[src/design/mrm_pkg.sv]
// ----------------------------------------------------------------------------
// mrm_pkg
// Shared constants and types for the MIDI event route matcher.
// ----------------------------------------------------------------------------
package mrm_pkg;

   localparam int ROUTE_SLOTS = 8;
   localparam int NUM_ROUTES  = 8;
   localparam int ROUTE_IDX_W = 3;
   localparam int ROUTE_W     = 31;
   localparam int SLOT_W      = (ROUTE_SLOTS > 1) ? $clog2(ROUTE_SLOTS) : 1;

   localparam int QUEUE_DEPTH = 2;
   localparam int QPTR_W      = (QUEUE_DEPTH > 1) ? $clog2(QUEUE_DEPTH) : 1;

   localparam logic [7:0] STATUS_SYSTEM = 8'hF0;
   localparam logic [7:0] CHAN_MASK     = 8'h0F;
   localparam logic [3:0] KIND_NOTE_OFF = 4'h8;
   localparam logic [3:0] KIND_NOTE_ON  = 4'h9;
   localparam logic [3:0] KIND_POLY_AT  = 4'hA;
   localparam logic [6:0] NOTE_MAX      = 7'd127;

   typedef struct packed {
      logic [2:0] device;
      logic [1:0] length;
      logic [7:0] status;
      logic [7:0] first;
      logic [7:0] second;
      logic       is_empty;
      logic       is_system;
      logic       is_note_kind;
      logic [4:0] chan_code;
   } mrm_item_type;

endpackage

[src/design/mrm_front.sv]
// ----------------------------------------------------------------------------
// mrm_front
// Input stage: takes one event, masks bytes past its length and classifies it.
// ----------------------------------------------------------------------------
module mrm_front
   import mrm_pkg::*;
(
   input  logic         clock,
   input  logic         reset,
   input  logic         req_valid,
   output logic         req_ready,
   input  logic [2:0]   req_source_device,
   input  logic [1:0]   req_event_length,
   input  logic [7:0]   req_status_byte,
   input  logic [7:0]   req_first_data,
   input  logic [7:0]   req_second_data,
   output logic         push_valid,
   input  logic         push_ready,
   output mrm_item_type push_item
);

   logic         valid_ff;
   logic         valid_in;
   mrm_item_type item_ff;
   mrm_item_type item_in;
   logic         take;
   logic [3:0]   kind;

   assign req_ready  = !valid_ff || push_ready;
   assign take       = req_valid && req_ready;
   assign push_valid = valid_ff;
   assign push_item  = item_ff;
   assign kind       = req_status_byte[7:4];

   always_comb begin
      item_in.device   = req_source_device;
      item_in.length   = req_event_length;
      item_in.is_empty = (req_event_length == 2'd0);
      item_in.status   = item_in.is_empty ? 8'd0 : req_status_byte;
      item_in.first    = (req_event_length < 2'd2) ? 8'd0 : req_first_data;
      item_in.second   = (req_event_length < 2'd3) ? 8'd0 : req_second_data;
      item_in.is_system = (item_in.status >= STATUS_SYSTEM);
      item_in.is_note_kind = ((kind == KIND_NOTE_OFF) || (kind == KIND_NOTE_ON) ||
                              (kind == KIND_POLY_AT)) && (req_event_length >= 2'd2);
      item_in.chan_code = {1'b0, req_status_byte[3:0] & CHAN_MASK[3:0]} + 5'd1;
   end

   always_comb begin
      if (take) begin
         valid_in = 1'b1;
      end else if (valid_ff && push_ready) begin
         valid_in = 1'b0;
      end else begin
         valid_in = valid_ff;
      end
   end

   always_ff @(posedge clock) begin
      if (reset) begin
         valid_ff <= 1'b0;
      end else begin
         valid_ff <= valid_in;
      end
   end

   always_ff @(posedge clock) begin
      if (take) begin
         item_ff <= item_in;
      end
   end

endmodule

[src/design/mrm_queue.sv]
// ----------------------------------------------------------------------------
// mrm_queue
// Short queue of classified events between the front and back stages.
// ----------------------------------------------------------------------------
module mrm_queue
   import mrm_pkg::*;
(
   input  logic         clock,
   input  logic         reset,
   input  logic         wr_valid,
   output logic         wr_ready,
   input  mrm_item_type wr_item,
   output logic         rd_valid,
   input  logic         rd_pop,
   output mrm_item_type rd_item
);

   mrm_item_type      entry_ff [QUEUE_DEPTH];
   logic [QPTR_W-1:0] wr_ptr_ff;
   logic [QPTR_W-1:0] wr_ptr_in;
   logic [QPTR_W-1:0] rd_ptr_ff;
   logic [QPTR_W-1:0] rd_ptr_in;
   logic [QPTR_W:0]   count_ff;
   logic [QPTR_W:0]   count_in;
   logic              do_wr;
   logic              do_rd;

   assign wr_ready = (count_ff < (QPTR_W+1)'(QUEUE_DEPTH));
   assign rd_valid = (count_ff != '0);
   assign rd_item  = entry_ff[rd_ptr_ff];
   assign do_wr    = wr_valid && wr_ready;
   assign do_rd    = rd_pop && rd_valid;

   always_comb begin
      wr_ptr_in = do_wr ? wr_ptr_ff + 1'b1 : wr_ptr_ff;
      rd_ptr_in = do_rd ? rd_ptr_ff + 1'b1 : rd_ptr_ff;
      count_in  = count_ff;
      if (do_wr && !do_rd) begin
         count_in = count_ff + 1'b1;
      end else if (do_rd && !do_wr) begin
         count_in = count_ff - 1'b1;
      end
   end

   always_ff @(posedge clock) begin
      if (reset) begin
         wr_ptr_ff <= '0;
         rd_ptr_ff <= '0;
         count_ff  <= '0;
      end else begin
         wr_ptr_ff <= wr_ptr_in;
         rd_ptr_ff <= rd_ptr_in;
         count_ff  <= count_in;
      end
   end

   always_ff @(posedge clock) begin
      if (do_wr) begin
         entry_ff[wr_ptr_ff] <= wr_item;
      end
   end

`ifndef SYNTHESIS
   a_count_bound: assert property (@(posedge clock) disable iff (reset)
      count_ff <= (QPTR_W+1)'(QUEUE_DEPTH))
      else $error("queue count beyond depth");
   a_ptr_gap: assert property (@(posedge clock) disable iff (reset)
      (count_ff == '0) |-> (wr_ptr_ff == rd_ptr_ff))
      else $error("empty queue with pointers apart");
   a_count_step: assert property (@(posedge clock) disable iff (reset)
      (do_wr && !do_rd) |=> (count_ff == $past(count_ff) + 1'b1))
      else $error("queue count did not advance on write");
`endif

endmodule

[src/design/mrm_back.sv]
// ----------------------------------------------------------------------------
// mrm_back
// Route table and scanner: one slot per cycle unless rsp_ stalls; emits matches
// ----------------------------------------------------------------------------
module mrm_back
   import mrm_pkg::*;
(
   input  logic                   clock,
   input  logic                   reset,
   input  logic                   csr_valid,
   input  logic [ROUTE_IDX_W-1:0] csr_index,
   input  logic [ROUTE_W-1:0]     csr_data,
   input  logic                   q_valid,
   input  mrm_item_type           q_item,
   output logic                   q_pop,
   output logic                   rsp_valid,
   input  logic                   rsp_ready,
   output logic [7:0]             rsp_target_node,
   output logic [2:0]             rsp_route_slot,
   output logic [1:0]             rsp_out_length,
   output logic [7:0]             rsp_out_status,
   output logic [7:0]             rsp_out_first,
   output logic [7:0]             rsp_out_second,
   output logic                   rsp_last
);

   localparam logic [SLOT_W-1:0] LAST_SLOT = SLOT_W'(ROUTE_SLOTS - 1);

   typedef enum logic [1:0] {
      ST_SCAN  = 2'b01,
      ST_FLUSH = 2'b10
   } state_type;

   logic [ROUTE_W-1:0] route_ff [NUM_ROUTES];
   state_type          state_ff;
   state_type          state_in;
   logic [SLOT_W-1:0]  slot_ff;
   logic [SLOT_W-1:0]  slot_in;
   logic               pend_valid_ff;
   logic               pend_valid_in;
   logic [7:0]         pend_node_ff;
   logic [SLOT_W-1:0]  pend_slot_ff;
   logic               pend_load;
   logic               rsp_valid_ff;
   logic               rsp_valid_in;
   logic [7:0]         rsp_node_ff;
   logic [2:0]         rsp_slot_ff;
   logic [1:0]         rsp_length_ff;
   logic [7:0]         rsp_status_ff;
   logic [7:0]         rsp_first_ff;
   logic [7:0]         rsp_second_ff;
   logic               rsp_last_ff;
   logic               out_load;
   logic               out_last;
   logic               out_free;

   logic [ROUTE_W-1:0] route;
   logic [7:0]         r_node;
   logic [4:0]         r_chan;
   logic [6:0]         r_low;
   logic [6:0]         r_high;
   logic               chan_ok;
   logic               range_ok;
   logic               slot_match;

   assign route  = route_ff[ROUTE_IDX_W'(slot_ff)];
   assign r_node = route[11:4];
   assign r_chan = route[16:12];
   assign r_low  = route[23:17];
   assign r_high = route[30:24];

   always_comb begin
      chan_ok  = (r_chan == 5'd0) || (r_chan == q_item.chan_code);
      range_ok = ((r_low == 7'd0) && (r_high == NOTE_MAX)) || !q_item.is_note_kind ||
                 ((q_item.first >= {1'b0, r_low}) && (q_item.first <= {1'b0, r_high}));
      slot_match = route[0] && (route[3:1] == q_item.device) && !q_item.is_empty &&
                   (q_item.is_system || (chan_ok && range_ok));
   end

   assign out_free = !rsp_valid_ff || rsp_ready;

   always_comb begin
      state_in      = state_ff;
      slot_in       = slot_ff;
      pend_valid_in = pend_valid_ff;
      pend_load     = 1'b0;
      out_load      = 1'b0;
      out_last      = 1'b0;
      q_pop         = 1'b0;
      unique case (state_ff)
         ST_SCAN: begin
            if (q_valid && !(slot_match && pend_valid_ff && !out_free)) begin
               if (slot_match) begin
                  out_load      = pend_valid_ff;
                  pend_load     = 1'b1;
                  pend_valid_in = 1'b1;
               end
               if (slot_ff == LAST_SLOT) begin
                  slot_in  = '0;
                  state_in = ST_FLUSH;
               end else begin
                  slot_in = slot_ff + 1'b1;
               end
            end
         end
         ST_FLUSH: begin
            if (!pend_valid_ff) begin
               q_pop    = 1'b1;
               state_in = ST_SCAN;
            end else if (out_free) begin
               out_load      = 1'b1;
               out_last      = 1'b1;
               pend_valid_in = 1'b0;
               q_pop         = 1'b1;
               state_in      = ST_SCAN;
            end
         end
         default: begin
            state_in = ST_SCAN;
         end
      endcase
   end

   always_comb begin
      if (out_load) begin
         rsp_valid_in = 1'b1;
      end else if (rsp_ready) begin
         rsp_valid_in = 1'b0;
      end else begin
         rsp_valid_in = rsp_valid_ff;
      end
   end

   always_ff @(posedge clock) begin
      if (reset) begin
         state_ff      <= ST_SCAN;
         slot_ff       <= '0;
         pend_valid_ff <= 1'b0;
         rsp_valid_ff  <= 1'b0;
         for (int i = 0; i < NUM_ROUTES; i++) begin
            route_ff[i] <= '0;
         end
      end else begin
         state_ff      <= state_in;
         slot_ff       <= slot_in;
         pend_valid_ff <= pend_valid_in;
         rsp_valid_ff  <= rsp_valid_in;
         if (csr_valid) begin
            route_ff[csr_index] <= csr_data;
         end
      end
   end

   always_ff @(posedge clock) begin
      if (pend_load) begin
         pend_node_ff <= r_node;
         pend_slot_ff <= slot_ff;
      end
      if (out_load) begin
         rsp_node_ff   <= pend_node_ff;
         rsp_slot_ff   <= 3'(pend_slot_ff);
         rsp_length_ff <= q_item.length;
         rsp_status_ff <= q_item.status;
         rsp_first_ff  <= q_item.first;
         rsp_second_ff <= q_item.second;
         rsp_last_ff   <= out_last;
      end
   end

   assign rsp_valid       = rsp_valid_ff;
   assign rsp_target_node = rsp_node_ff;
   assign rsp_route_slot  = rsp_slot_ff;
   assign rsp_out_length  = rsp_length_ff;
   assign rsp_out_status  = rsp_status_ff;
   assign rsp_out_first   = rsp_first_ff;
   assign rsp_out_second  = rsp_second_ff;
   assign rsp_last        = rsp_last_ff;

`ifndef SYNTHESIS
   a_flush_has_item: assert property (@(posedge clock) disable iff (reset)
      (state_ff == ST_FLUSH) |-> q_valid)
      else $error("flush without a queued event");
   a_pend_has_item: assert property (@(posedge clock) disable iff (reset)
      pend_valid_ff |-> q_valid)
      else $error("pending match without a queued event");
   a_last_clears_pend: assert property (@(posedge clock) disable iff (reset)
      (out_load && out_last) |=> !pend_valid_ff)
      else $error("pending match left after last transfer");
   a_slot_idle_in_flush: assert property (@(posedge clock) disable iff (reset)
      (slot_ff != '0) |-> (state_ff == ST_SCAN))
      else $error("slot counter moved outside scan");
`endif

endmodule

[src/design/midi_event_route_matcher_core.sv]
// ----------------------------------------------------------------------------
// midi_event_route_matcher_core
// Matches MIDI events against eight configured route slots, one transfer
// per matching slot in slot order, last marked on the final one.
//
//   channel  direction  transfer content
//   req_     in         source device, length, status, two data bytes
//   rsp_     out        target node, slot, event passed through, last
//   csr_     in         route slot index and packed route word
//
// The back stage checks one slot per cycle while no match waits on rsp_ready, then
// flushes the held match, marked last, before it pops the event from the queue.
// The front register and a two-entry queue take up to two more events meanwhile.
// Reset clears the route table, the queue and all valid flags.
// csr_ready is always high.
// ----------------------------------------------------------------------------
module midi_event_route_matcher_core
   import mrm_pkg::*;
(
   input  logic                   clock,
   input  logic                   reset,
   input  logic                   req_valid,
   output logic                   req_ready,
   input  logic [2:0]             req_source_device,
   input  logic [1:0]             req_event_length,
   input  logic [7:0]             req_status_byte,
   input  logic [7:0]             req_first_data,
   input  logic [7:0]             req_second_data,
   output logic                   rsp_valid,
   input  logic                   rsp_ready,
   output logic [7:0]             rsp_target_node,
   output logic [2:0]             rsp_route_slot,
   output logic [1:0]             rsp_out_length,
   output logic [7:0]             rsp_out_status,
   output logic [7:0]             rsp_out_first,
   output logic [7:0]             rsp_out_second,
   output logic                   rsp_last,
   input  logic                   csr_valid,
   output logic                   csr_ready,
   input  logic [ROUTE_IDX_W-1:0] csr_index,
   input  logic [ROUTE_W-1:0]     csr_data
);

   logic         push_valid;
   logic         push_ready;
   mrm_item_type push_item;
   logic         q_valid;
   logic         q_pop;
   mrm_item_type q_item;

   assign csr_ready = 1'b1;

   mrm_front u_front (
      .clock             (clock),
      .reset             (reset),
      .req_valid         (req_valid),
      .req_ready         (req_ready),
      .req_source_device (req_source_device),
      .req_event_length  (req_event_length),
      .req_status_byte   (req_status_byte),
      .req_first_data    (req_first_data),
      .req_second_data   (req_second_data),
      .push_valid        (push_valid),
      .push_ready        (push_ready),
      .push_item         (push_item)
   );

   mrm_queue u_queue (
      .clock    (clock),
      .reset    (reset),
      .wr_valid (push_valid),
      .wr_ready (push_ready),
      .wr_item  (push_item),
      .rd_valid (q_valid),
      .rd_pop   (q_pop),
      .rd_item  (q_item)
   );

   mrm_back u_back (
      .clock           (clock),
      .reset           (reset),
      .csr_valid       (csr_valid && csr_ready),
      .csr_index       (csr_index),
      .csr_data        (csr_data),
      .q_valid         (q_valid),
      .q_item          (q_item),
      .q_pop           (q_pop),
      .rsp_valid       (rsp_valid),
      .rsp_ready       (rsp_ready),
      .rsp_target_node (rsp_target_node),
      .rsp_route_slot  (rsp_route_slot),
      .rsp_out_length  (rsp_out_length),
      .rsp_out_status  (rsp_out_status),
      .rsp_out_first   (rsp_out_first),
      .rsp_out_second  (rsp_out_second),
      .rsp_last        (rsp_last)
   );

endmodule

[config.mk]
export PLATFORM = sky130hd
export DESIGN_NAME = midi_event_route_matcher_core
export DESIGN_NICKNAME = d
export VERILOG_FILES = /design/src/design/mrm_pkg.sv /design/src/design/mrm_front.sv /design/src/design/mrm_queue.sv /design/src/design/mrm_back.sv /design/src/design/midi_event_route_matcher_core.sv
export SDC_FILE = /design/constraint.sdc
export NUM_CORES = 1
export LEC_CHECK = 0
export BUFFER_PORTS_ARGS = -buffer_cell sky130_fd_sc_hd__buf_2
export CAP_MARGIN = 20
export CORE_MARGIN = 4
export CORE_UTILIZATION = 38
export CTS_CLUSTER_DIAMETER = 150
export DETAILED_ROUTE_END_ITERATION = 7
export PLACE_DENSITY = 0.58
export RECOVER_POWER = 25
export SYNTH_ARGS = -nofsm -noshare
export SYNTH_HDL_FRONTEND = slang
export SYNTH_SLANG_ARGS = --single-unit
[constraint.sdc]
create_clock -name clock -period 6.63 [get_ports clock]
set_clock_uncertainty 0.05 [all_clocks]
set_input_delay 1.326 -clock clock [delete_from_list [all_inputs] [get_ports clock]]
set_output_delay 1.326 -clock clock [all_outputs]
set_load 0.005 [all_outputs]
==> metrics.txt <==
Via density=4.993; Nets=1256; CTS buffer count=44; power per cell area=296.0 mW/mm^2; initial antenna violation count=7; critical path class=register to register; vias in the first global route=9330; Synth area leaders=edfxtp_1, and2_1, mux4_2, mux2_2, dfxtp_1; endpoints failing hold=0; post-detailed-route wirelength per cell=21.66 um; Slew @ Worst Pin=2636 ps; Yosys warnings=0; post-synth cell types=67; CP max FO=40; die height=225.5 um; average size of a mapped cell=17.08 sq um; final worst path period share=76.08%; fmax=0.1982 GHz; Worst Setup End Kind=register; number of synthesized flops with an enable pin=408; synthesized cell area=0.01797 sq mm; met2 Usage GRT=25.00%; Post-synth top cells=edfxtp_1, and2_1, mux4_2; Tmin final=5044 ps; Seq cells post-synth=424; Startpoint Class=register; Initial Util=38.52%; clk_lat worst skew=540 ps; CTS tree=built; clock sinks=424; residual DRC count=0; Die Width=225.5 um; die area=0.05084 sq mm; Post CTS Setup Buffer Count=0; worst endpoint required time=6820 ps; delay-heaviest family, CP=compound AO/OA/AOI/OAI gates; worst path arrival time=5230 ps; Crit path depth=13; hold buffer count at cts=0; number of routed nets with antenna violations=0; residual overflow from global routing=0; Critical Path Most Common Cell=a211oi_1; worst setup path endpoint=u_back.rsp_out_second[0]; PortBufs=107; outcome=finished, violations left; H-tree Lvls=2; syn_nets=1140; Async SR Flop Fraction=0%; met1 usage=21.58%; Gate power share=7.5%; Core Area=0.04665 sq mm; fill cell count=4036; pin count of the biggest net entering global routing=41; ys flop type=edfxtp_1; Max Cap Viol=2; max incr delay on CP=810 ps; worst path cell trace=mux4_2 -> mux2i_1 -> ha_1 -> and3_1 -> a211oi_1 -> a211oi_1 -> a211oi_1 -> o2111ai_1 -> a21oi_1 -> buf_4 -> a21oi_1 -> nor2_4 -> buf_4; Pre-Repair DR Iteration Count=5; Ports=109; clk root buf=clkbuf_16; Final HPWL DP=22.83 mm; type of the worst min-delay path=register to register; RD Place Congestion=0.7425; Max Slew Vio Count=76; Vias=9047; Iteration-0 DRC Markers=683; busiest grt layer=met2; hold_ws=368.8 ps; LEAKAGE=7.147 nW; crit path buf inv count=2; # resized after CTS=0; Routed WL=39.24 mm; Max VDD drop=0.1904 mV; area delta synth->final=14.52%; global-route wire length before repair=59.21 mm; Synth top area share=68.17%; failing checks=capacitance limit, slew limit; met3 Use GR=3.230%; Switching Fraction=21.58%; share of cells above drive strength 1=24.36%; sequential fraction of the synthesis area=69.95%; clk slew on worst S/H paths=60 ps; final setup violation count=0; most common cell in the netlist=edfxtp_1; GR Util All Layers=15.40%; CTS Buffer Depth=3; Final TNS setup=0 ps; Net Switching=1.315 mW; RSZ-0062 raised after global routing=false; most area-hungry cell type in the Yosys netlist=edfxtp_1; clock share of power=40.6%; P_int=4.777 mW; Relative slew margins=-75.85%; Post-Synthesis Cells=1052; worst reg2reg path depth=13; reg2reg end=u_back.rsp_out_second[0]; R2R setup slack=1590 ps; Reg power frac=51.8%; highest-delay cell along the critical path=dfxtp_4; row cnt=79
[worst min path at each step]
stage                           start                         to  depth (start not counted)
6_report       u_back.pend_node_ff[5]  u_back.rsp_target_node[5]                          0
3_3_place_gp   u_back.pend_node_ff[7]  u_back.rsp_target_node[7]                          0
4_1_cts        u_back.pend_node_ff[5]  u_back.rsp_target_node[5]                          0
3_5_place_dp   u_back.pend_node_ff[6]  u_back.rsp_target_node[6]                          0
2_1_floorplan  u_back.pend_slot_ff[0]   u_back.rsp_route_slot[0]                          0
5_1_grt        u_back.pend_node_ff[5]  u_back.rsp_target_node[5]                          0
[metrics by stage]
stage | cells | instance area, sq um | worst slack (ps) | total power, mW | utilization [%]
after detailed placement | 1728 | 19120 | 1470 | 3.682 | 40.98
after global placement | 1728 | 19120 | 1512 | 3.673 | 40.98
final | 1812 | 20580 | 1586 | 6.091 | 44.11
after CTS | 1809 | 20570 | 1450 | 6.151 | 44.09
after global routing | 1810 | 20580 | 1286 | 6.311 | 44.10
after floorplan | 1052 | 17970 | 737.6 | 3.522 | -
[final cells by class]
class	instances	area, sq um	share of cell area (%)
antenna	2	5.005	0.02432
clock buffer	51	1149	5.581
clock inverter	30	301.5	1.465
inverter	8	30.03	0.1459
multi-input combinational	569	5115	24.85
sequential	424	12580	61.12
tap	607	759.5	3.690
timing repair buffer	121	643.1	3.125
[power groups by stage]
| stage | Clock (mW) | Sequential, mW | Combinational (mW) |
|---|---|---|---|
| floorplan | 0 | 3.17 | 0.355 |
| global placement | 0 | 3.21 | 0.463 |
| detailed placement | 0 | 3.22 | 0.466 |
| CTS | 2.52 | 3.16 | 0.468 |
| global route | 2.63 | 3.17 | 0.502 |
| finish | 2.47 | 3.16 | 0.460 |
[registers in the layout, indices dropped and copies added (netlist names), named ones only]
register / flops
u_back.rsp_out_status: 8
u_queue.count_ff: 2
u_back.rsp_last: 1
u_back.rsp_route_slot: 3
u_back.route_ff: 248
u_back.state_ff: 2
u_front.push_item: 37
u_back.slot_ff: 3
u_back.pend_slot_ff: 3
u_queue.rd_ptr_ff: 1
u_back.rsp_out_length: 2
u_back.pend_node_ff: 8
u_back.rsp_out_first: 8
u_front.push_valid: 1
u_queue.entry_ff: 74
u_back.rsp_valid: 1
u_back.rsp_out_second: 8
u_back.rsp_target_node: 8
u_back.pend_valid_ff: 1
u_queue.wr_ptr_ff: 1
[worst register-to-register path, delay by kind of cell, from the launching register on]
kind	cells	cell delay, ps
flops	1	810
compound gates	6	1340
simple gates	2	820
mux	2	850
buf+inv	2	590
fa+ha+maj	1	290
[routing by layer]
metal | routed length, um | part of all wire (%)
met5 | 81 | 0.21
met4 | 703 | 1.8
met3 | 2136 | 5.4
met2 | 18640 | 48
met1 | 17670 | 45
[cells in the final DEF (no fill, tap or decap), drive strengths merged, types with 4 or more instances in the layout]
| master | Yosys | final |
|---|---|---|
| and3 | 12 | 12 |
| a21o | 4 | 4 |
| ha | 20 | 20 |
| mux2 | 40 | 40 |
| clkbuf | 30 | 57 |
| or2 | 9 | 9 |
| o21ai | 7 | 7 |
| mux2i | 33 | 33 |
| nor2 | 22 | 22 |
| and2 | 259 | 259 |
| nand2 | 12 | 12 |
| inv | 8 | 12 |
| dfxtp | 16 | 16 |
| nand2b | 5 | 5 |
| clkinv | 0 | 19 |
| a211oi | 5 | 5 |
| buf | 21 | 115 |
| a21oi | 14 | 14 |
| edfxtp | 408 | 408 |
| nor2b | 19 | 19 |
| mux4 | 58 | 58 |
| xor2 | 10 | 10 |
| bufinv | 0 | 6 |
[cells by family (layout without fill, tap and decap cells)]
| kind of cell | count (synthesis) | after routing | share of synthesized area (%) |
|---|---|---|---|
| DFF | 424 | 424 | 69.95 |
| other | 1 | 3 | 0.02087 |
| muxes | 131 | 131 | 12.00 |
| adders and majority gates | 20 | 20 | 1.392 |
| AOI/OAI and AO/OA | 44 | 44 | 1.775 |
| buffers and inverters | 59 | 210 | 1.928 |
| xor gates and xnor gates | 12 | 12 | 0.5848 |
| and+or+nand+nor | 361 | 361 | 12.34 |
Power figures use the tool's default switching activity.
